===== config.mk =====
export PLATFORM = sky130hd
export DESIGN_NAME = modular_exponentiation
export DESIGN_NICKNAME = d
export VERILOG_FILES = /design/src/modexp_pkg.sv /design/src/modexp_mmu.sv /design/src/modular_exponentiation.sv
export SDC_FILE = /design/constraint.sdc
export NUM_CORES = 2
export LEC_CHECK = 0
export BUFFER_PORTS_ARGS = -buffer_cell sky130_fd_sc_hd__buf_2
export CORE_MARGIN = 3
export CORE_UTILIZATION = 35
export CTS_BUF_LIST = sky130_fd_sc_hd__clkbuf_2
export CTS_CLUSTER_SIZE = 28
export DETAILED_ROUTE_END_ITERATION = 10
export PLACE_DENSITY = 0.55
export SLEW_MARGIN = 15
export SYNTH_ARGS = -nofsm -noshare
export SYNTH_HDL_FRONTEND = slang
export SYNTH_HIERARCHICAL = 1
export SYNTH_SLANG_ARGS = --single-unit

===== constraint.sdc =====
create_clock -name clk -period 7.6 [get_ports clk]
set_input_delay 2.28 -clock clk [delete_from_list [all_inputs] [get_ports clk]]
set_output_delay 2.28 -clock clk [all_outputs]
set_load 0.02 [all_outputs]

===== src/modexp_pkg.sv =====
package modexp_pkg;

  // operand widths
  localparam int MODULUS_BITS  = 32;
  localparam int EXPONENT_BITS = 63;
  localparam int BASE_W        = 63;
  localparam int RESULT_W      = 32;

  // dividend shift register holds a full base or the low half of a double-width product
  localparam int DIV_W     = BASE_W + 1;
  localparam int PROD_W    = 2 * MODULUS_BITS;
  localparam int CNT_W     = $clog2(DIV_W + 1);
  localparam int BIT_CNT_W = $clog2(EXPONENT_BITS);

  // operations of the shared mul/reduce unit
  localparam logic OP_REDUCE = 1'b0;
  localparam logic OP_MULMOD = 1'b1;

  typedef struct packed {
    logic go;
    logic op;
  } mm_req_t;

endpackage


===== src/modexp_mmu.sv =====
module modexp_mmu import modexp_pkg::*; (
  input  logic                    clk,
  input  logic                    rst_n,
  input  mm_req_t                 req,
  input  logic [MODULUS_BITS-1:0] op_a,
  input  logic [MODULUS_BITS-1:0] op_b,
  input  logic [MODULUS_BITS-1:0] modulus,
  input  logic [BASE_W-1:0]       base,
  output logic                    done,
  output logic [MODULUS_BITS-1:0] result
);

  localparam logic [1:0] U_IDLE = 2'd0;
  localparam logic [1:0] U_MUL  = 2'd1;
  localparam logic [1:0] U_RED  = 2'd2;

  logic [1:0]              state_r, state_nxt;
  logic [CNT_W-1:0]        cnt_r, cnt_nxt;
  logic                    done_r, done_nxt;
  logic [PROD_W-1:0]       prod_r;
  logic [DIV_W-1:0]        div_r;
  logic [MODULUS_BITS-1:0] rem_r;

  logic [MODULUS_BITS:0] trial;
  logic [MODULUS_BITS:0] trial_sub;

  // one restoring step: shift in a dividend bit, subtract if it fits
  always_comb begin
    trial     = {rem_r, div_r[DIV_W-1]};
    trial_sub = (trial >= {1'b0, modulus}) ? (trial - {1'b0, modulus}) : trial;
  end

  always_comb begin
    state_nxt = state_r;
    cnt_nxt   = cnt_r;
    done_nxt  = 1'b0;
    unique case (state_r)
      U_IDLE: begin
        if (req.go) begin
          if (req.op == OP_MULMOD) begin
            state_nxt = U_MUL;
          end else begin
            state_nxt = U_RED;
            cnt_nxt   = CNT_W'(DIV_W);
          end
        end
      end
      U_MUL: begin
        state_nxt = U_RED;
        cnt_nxt   = CNT_W'(MODULUS_BITS);
      end
      U_RED: begin
        cnt_nxt = cnt_r - CNT_W'(1);
        if (cnt_r == CNT_W'(1)) begin
          state_nxt = U_IDLE;
          done_nxt  = 1'b1;
        end
      end
      default: state_nxt = U_IDLE;
    endcase
  end

  always_ff @(posedge clk) begin
    if (!rst_n) begin
      state_r <= U_IDLE;
      cnt_r   <= '0;
      done_r  <= 1'b0;
    end else begin
      state_r <= state_nxt;
      cnt_r   <= cnt_nxt;
      done_r  <= done_nxt;
    end
  end

  always_ff @(posedge clk) begin
    case (state_r)
      U_IDLE: begin
        if (req.go) begin
          prod_r <= PROD_W'(op_a) * PROD_W'(op_b);
          rem_r  <= '0;
          div_r  <= {1'b0, base};
        end
      end
      U_MUL: begin
        // high half of a product of reduced operands is already below the modulus
        rem_r <= prod_r[PROD_W-1:MODULUS_BITS];
        div_r <= {prod_r[MODULUS_BITS-1:0], {(DIV_W-MODULUS_BITS){1'b0}}};
      end
      U_RED: begin
        rem_r <= trial_sub[MODULUS_BITS-1:0];
        div_r <= div_r << 1;
      end
      default: begin
      end
    endcase
  end

  assign done   = done_r;
  assign result = rem_r;

`ifndef SYNTHESIS
  a_done_idle: assert property (@(posedge clk) disable iff (!rst_n)
    done_r |-> state_r == U_IDLE)
    else $error("done raised while unit still working");
  a_req_idle: assert property (@(posedge clk) disable iff (!rst_n)
    req.go |-> state_r == U_IDLE)
    else $error("request issued to a busy unit");
  a_rem_range: assert property (@(posedge clk) disable iff (!rst_n)
    (done_r && modulus != '0) |-> rem_r < modulus)
    else $error("remainder not reduced");
`endif

endmodule


===== src/modular_exponentiation.sv =====
// modular exponentiation: out_result = in_base ** in_exponent mod in_modulus, by
// left-to-right square-and-multiply over all EXPONENT_BITS exponent bits. a request
// is taken when start is high and busy is low; the answer appears on out_result
// for exactly one cycle with out_valid high, and the receiver cannot stall it.
// an exponent of zero answers 1 (any modulus) and a modulus of zero answers 0;
// both come back in the cycle after the request. otherwise the work is done
// by one shared unit that does a 32x32 multiply and then a bit-serial restoring
// reduction, one remainder bit per cycle: 64 steps to reduce the base once,
// 32 steps for every square and every multiply. busy stays high for the whole
// computation.
module modular_exponentiation import modexp_pkg::*; (
  input  logic                clk,
  input  logic                rst_n,
  input  logic                start,
  output logic                busy,
  input  logic [BASE_W-1:0]   in_base,
  input  logic [62:0]         in_exponent,
  input  logic [31:0]         in_modulus,
  output logic                out_valid,
  output logic [RESULT_W-1:0] out_result
);

  // sequencer states
  localparam logic [1:0] S_IDLE = 2'd0;  // waiting for a request
  localparam logic [1:0] S_BASE = 2'd1;  // reducing the base
  localparam logic [1:0] S_SQR  = 2'd2;  // squaring the accumulator
  localparam logic [1:0] S_MUL  = 2'd3;  // multiplying by the reduced base

  logic [1:0]               state_r, state_nxt;
  mm_req_t                  req_r, req_nxt;
  logic [MODULUS_BITS-1:0]  opa_r, opa_nxt;
  logic [MODULUS_BITS-1:0]  opb_r, opb_nxt;
  logic [MODULUS_BITS-1:0]  b_r, b_nxt;        // base mod modulus
  logic [MODULUS_BITS-1:0]  mod_r, mod_nxt;
  logic [BASE_W-1:0]        base_r, base_nxt;
  logic [EXPONENT_BITS-1:0] exp_r, exp_nxt;    // top bit is the current bit
  logic [BIT_CNT_W-1:0]     bit_cnt_r, bit_cnt_nxt;
  logic                     out_valid_r, out_valid_nxt;
  logic [RESULT_W-1:0]      out_result_r, out_result_nxt;
  logic                     step;

  logic                     mm_done;
  logic [MODULUS_BITS-1:0]  mm_result;

  // shared multiply / modular reduce unit
  modexp_mmu u_mmu (
    .clk     (clk),
    .rst_n   (rst_n),
    .req     (req_r),
    .op_a    (opa_r),
    .op_b    (opb_r),
    .modulus (mod_r),
    .base    (base_r),
    .done    (mm_done),
    .result  (mm_result)
  );

  always_comb begin
    state_nxt      = state_r;
    req_nxt        = '0;
    opa_nxt        = opa_r;
    opb_nxt        = opb_r;
    b_nxt          = b_r;
    mod_nxt        = mod_r;
    base_nxt       = base_r;
    exp_nxt        = exp_r;
    bit_cnt_nxt    = bit_cnt_r;
    out_valid_nxt  = 1'b0;
    out_result_nxt = out_result_r;
    step           = 1'b0;

    unique case (state_r)
      S_IDLE: begin
        if (start) begin
          exp_nxt     = in_exponent[EXPONENT_BITS-1:0];
          mod_nxt     = in_modulus[MODULUS_BITS-1:0];
          base_nxt    = in_base;
          bit_cnt_nxt = BIT_CNT_W'(EXPONENT_BITS - 1);
          if (in_exponent[EXPONENT_BITS-1:0] == '0) begin
            // zero exponent gives one for every modulus
            out_valid_nxt  = 1'b1;
            out_result_nxt = RESULT_W'(1);
          end else if (in_modulus[MODULUS_BITS-1:0] == '0) begin
            // no reduction possible, answer zero
            out_valid_nxt  = 1'b1;
            out_result_nxt = '0;
          end else begin
            state_nxt  = S_BASE;
            req_nxt.go = 1'b1;
            req_nxt.op = OP_REDUCE;
          end
        end
      end
      S_BASE: begin
        if (mm_done) begin
          // accumulator starts at one: first square is 1*1
          b_nxt      = mm_result;
          state_nxt  = S_SQR;
          req_nxt.go = 1'b1;
          req_nxt.op = OP_MULMOD;
          opa_nxt    = MODULUS_BITS'(1);
          opb_nxt    = MODULUS_BITS'(1);
        end
      end
      S_SQR: begin
        if (mm_done) begin
          if (exp_r[EXPONENT_BITS-1]) begin
            state_nxt  = S_MUL;
            req_nxt.go = 1'b1;
            req_nxt.op = OP_MULMOD;
            opa_nxt    = mm_result;
            opb_nxt    = b_r;
          end else begin
            step = 1'b1;
          end
        end
      end
      S_MUL: begin
        if (mm_done) begin
          step = 1'b1;
        end
      end
      default: state_nxt = S_IDLE;
    endcase

    // move on to the next exponent bit, or finish after the last one
    if (step) begin
      exp_nxt = exp_r << 1;
      if (bit_cnt_r == '0) begin
        state_nxt      = S_IDLE;
        out_valid_nxt  = 1'b1;
        out_result_nxt = RESULT_W'(mm_result);
      end else begin
        bit_cnt_nxt = bit_cnt_r - BIT_CNT_W'(1);
        state_nxt   = S_SQR;
        req_nxt.go  = 1'b1;
        req_nxt.op  = OP_MULMOD;
        opa_nxt     = mm_result;
        opb_nxt     = mm_result;
      end
    end
  end

  // control registers
  always_ff @(posedge clk) begin
    if (!rst_n) begin
      state_r     <= S_IDLE;
      req_r       <= '0;
      out_valid_r <= 1'b0;
    end else begin
      state_r     <= state_nxt;
      req_r       <= req_nxt;
      out_valid_r <= out_valid_nxt;
    end
  end

  // operand and result registers
  always_ff @(posedge clk) begin
    opa_r        <= opa_nxt;
    opb_r        <= opb_nxt;
    b_r          <= b_nxt;
    mod_r        <= mod_nxt;
    base_r       <= base_nxt;
    exp_r        <= exp_nxt;
    bit_cnt_r    <= bit_cnt_nxt;
    out_result_r <= out_result_nxt;
  end

  assign busy       = (state_r != S_IDLE);
  assign out_valid  = out_valid_r;
  assign out_result = out_result_r;

`ifndef SYNTHESIS
  a_no_result_busy: assert property (@(posedge clk) disable iff (!rst_n)
    busy |-> !out_valid)
    else $error("result strobe while still computing");
  a_done_busy: assert property (@(posedge clk) disable iff (!rst_n)
    mm_done |-> busy)
    else $error("unit finished with no request in flight");
  a_busy_start: assert property (@(posedge clk) disable iff (!rst_n)
    $rose(busy) |-> $past(start))
    else $error("busy rose without a request");
`endif

endmodule


==> impl_results.md <==
- I/O Pins: 195
- Leakage: 28.5 nW
- Met3 Use GR: 4.42%
- Max-slew violation count: 0
- Die area: 156000 µm²
- Worst-skew pair later-pin latency: 1.34 ns
- Run status: finished, violations left
- Setup TNS: -0.0130 ns
- Row cnt: 142
- Worst path required time: 8.60 ns
- Die Y: 395 µm
- Mapped Area: 52900 µm²
- GRT Max-Usage Layer: met2
- Via Count: 38713
- Worst slack, placed: -0.433 ns
- Met2 global-route usage: 30.6%
- Final Critical Period: 7.61 ns
- Commonest non-fill, non-tap cell in the layout: inv_1
- NetSw: 0.00283 W
- Clk sink count: 467
- Pre-antenna DRT Iters: 5
- Clk buf depth: 3
- Failing checks: negative setup slack
- Power share of the sequential group: 48.6%
- Int Power: 0.00483 W
- Initial antenna violation count: 21
- Ys Warns: 6
- R2R depth: 25
- CTS tree: done
- Fin crit share: 100%
- Clk Tree Root Cell: clkbuf_2
- Worst reg2reg setup slack: -0.01 ns
- Max Fclk: 131 MHz
- Reg2Reg Capture Point: u_mmu/prod_r[57]
- Worst hold path type: register to register
- GRT Util Overall: 19.8%
- Setup ws final: -0.0130 ns
- MaxCap Viol Count: 0
- Total grt overflow: 0
- I/O Buffers: 194
- Worst vdd ir: 0.167 mV
- Area share of the leading cell type in the synthesized netlist: 34.0%
- DR WL/cell: 19.5 µm
- Via/cell ratio: 4.92
- Share of layout cells above drive strength 1: 17.1%
- Die Wd: 395 µm
- CP arrival: 8.61 ns
- Syn_area_per_cell: 9.87 µm²
- Routed WL: 154 mm
- Met1 Usage GRT: 28.0%
- Slew @ Worst Pin: 1.12 ns
- CP endpoint kind: register
- Final Hold Viols: 0
- Crit path launch type: register
- Top_reg_cell synth: edfxtp_1
- Final setup vio count: 1
- PwrDens: 126 nW/µm²
- DRT iter0 DRCs: 2388
- Clock Skews: 0.121 ns
- First-pass GRT wire length: 240 mm
- Synth area leaders: fa_1 34%, edfxtp_1 20%, ha_1 7.2%
- Crit path launch: opa_r[10]
- Final #Nets: 7100
- Clk pwr share: 25.4%
- Critical path fanouts, max: 5
- Num CTS Buffers: 131
- Area delta synth->final: 14.9%
- Routed Antenna Nets: 0
- Post-Syn Instances: 5356
- Number of global-route vias before repair: 40880
- Post-synth EDFFs: 349
- Sequential-to-total area share from yosys stat: 24.3%
- Type of the worst setup path: register to register
- Final Power: 0.00766 W
- CTS clock-pin slew for the worst setup and hold paths: 0.11 ns
- Most frequent cells in the layout: 922 x inv_1, 845 x fa_1, 702 x nand2_1
- DP Wirelength: 121 mm
- Post-CTS Hold Buffers: 0
- Worst slew margin: 25.0%
- Initial Utilization: 35.3%
- Library cells used by synthesis: 83
- Leading area contributor after synthesis: fa_1
- Sw frac: 36.9%
- CP endpoint: u_mmu/prod_r[57]
- Syn_nets: 6720
- Synth Register Bits: 467
- Post-Place Cells: 7571
- Reg-to-Reg Start: opa_r[10]
- Asr flop ratio synth: 0%
- Largest net degree at the start of global routing: 85
- Post-route DRC: 0
- CTS H-tree depth: 4
- Final non-filler cell total: 7868
- Combinational power share: 26.0%
- Routability cong.: 0.882
- Core area: 150000 µm²
- RSZ-0062 raised after global routing: yes
-- power by group through the flow --
stage,Sequential (W),Combinational (W),Clock (W)
6_report,0.00373,0.00199,0.00195
5_1_grt,0.00377,0.00222,0.00214
4_1_cts,0.00373,0.00199,0.00203
3_5_place_dp,0.00378,0.00198,0
3_3_place_gp,0.00377,0.00195,0
2_1_floorplan,0.00365,0.00142,0
-- logic make-up (layout without fill, tap and decap cells) --
kind of cell | after synthesis | count (layout) | share of synthesized area (%)
other | 0 | 8 | 0
DFF | 467 | 467 | 24.3
muxes | 22 | 22 | 0.419
AOI/OAI and AO/OA | 592 | 592 | 7.39
and+or+nand+nor | 1735 | 1735 | 16.3
buffers and inverters | 1252 | 1740 | 9.04
adders and majority gates | 1203 | 1203 | 41.2
xor gates and xnor gates | 85 | 85 | 1.41
-- synth_stat cells, drive strengths merged (31+ instances only) --
library cell  number
nor2             167
fa               897
buf               44
a21oi            164
and2             609
xor2              36
ha               306
xnor2             49
a22oi             31
nand3             95
a22o              65
edfxtp           349
nand4             31
o21ai            141
nor4              32
inv              934
nand2            710
dfxtp            118
a221oi            33
a21o              52
clkbuf           273
-- worst max-delay path, cell delays in order (launching register included) --
cell and delay [ns]:
dfxtp_2 0.35, buf_8 0.12, buf_4 0.12, buf_4 0.15
and2_1 0.16, fa_1 0.47, inv_1 0.05, fa_1 0.47
inv_1 0.05, fa_1 0.49, fa_2 0.55, fa_2 0.66
fa_1 0.45, fa_2 0.58, fa_1 0.46, ha_4 0.27
a21oi_4 0.14, o21ai_2 0.09, a31oi_4 0.19, nand2_1 0.07
a311o_1 0.36, a311oi_4 0.35, o21ai_4 0.13, a31oi_4 0.24
o21bai_1 0.13, xor2_1 0.15
-- timing repair --
action | 4_1_cts | 5_1_grt
buffers inserted | 28 | 19
pin swaps | 59 | 116
setup endpoints to repair | 26 | 29
gates cloned | 3 | 2
gates resized for setup | 114 | 153
-- how the worst min path moves through the flow --
stage	start	to	slack, ns	cells past startpoint
after floorplan	exp_r[0]	exp_r[0]	0.44	2
after global placement	exp_r[0]	exp_r[0]	0.45	2
after detailed placement	out_result[10]	out_result[10]	0.45	1
after CTS	b_r[25]	opb_r[25]	0.47	2
after global routing	out_result[18]	out_result[18]	0.50	1
final	exp_r[0]	exp_r[0]	0.47	2
-- state kept, by name, indices dropped and copies added, names as in the netlist --
name and count:
u_mmu/prod_r 64, exp_r 63, u_mmu/div_r 64, req_r 2, opb_r 32, opa_r 32, u_mmu/done 1, u_mmu/cnt_r 7
out_result 32, state_r 2, out_valid 1, mod_r 32, u_mmu/state_r 2, bit_cnt_r 6, u_mmu/result 32, b_r 32
base_r 63
-- cell type report --
cell class / instances / area (µm²)
Fill cell: 14932 / 89200
Multi-Input combinational cell: 3637 / 36100
Sequential cell: 467 / 12900
Timing Repair Buffer: 564 / 4400
Inverter: 935 / 3510
Tap cell: 2016 / 2520
Clock buffer: 197 / 986
Clock inverter: 44 / 258
Antenna cell: 8 / 20.0
-- metrics by stage --
step           instance area [µm²]  utilization, %  hold slack [ns]
2_1_floorplan                52900               -            0.437
3_3_place_gp                 58100            38.7            0.449
3_5_place_dp                 58100            38.7            0.452
4_1_cts                      60000            40.0            0.468
5_1_grt                      60800            40.5            0.500
6_report                     60800            40.5            0.470
-- per-layer routing --
| layer | up-vias | part of all wire [%] |
|---|---|---|
| li1 | 17612 | - |
| met1 | 19713 | 46 |
| met2 | 1176 | 45 |
| met3 | 202 | 6.9 |
| met4 | 10 | 2.2 |
| met5 | - | 0.045 |
Note: power is estimated with default switching activity, not from simulation.
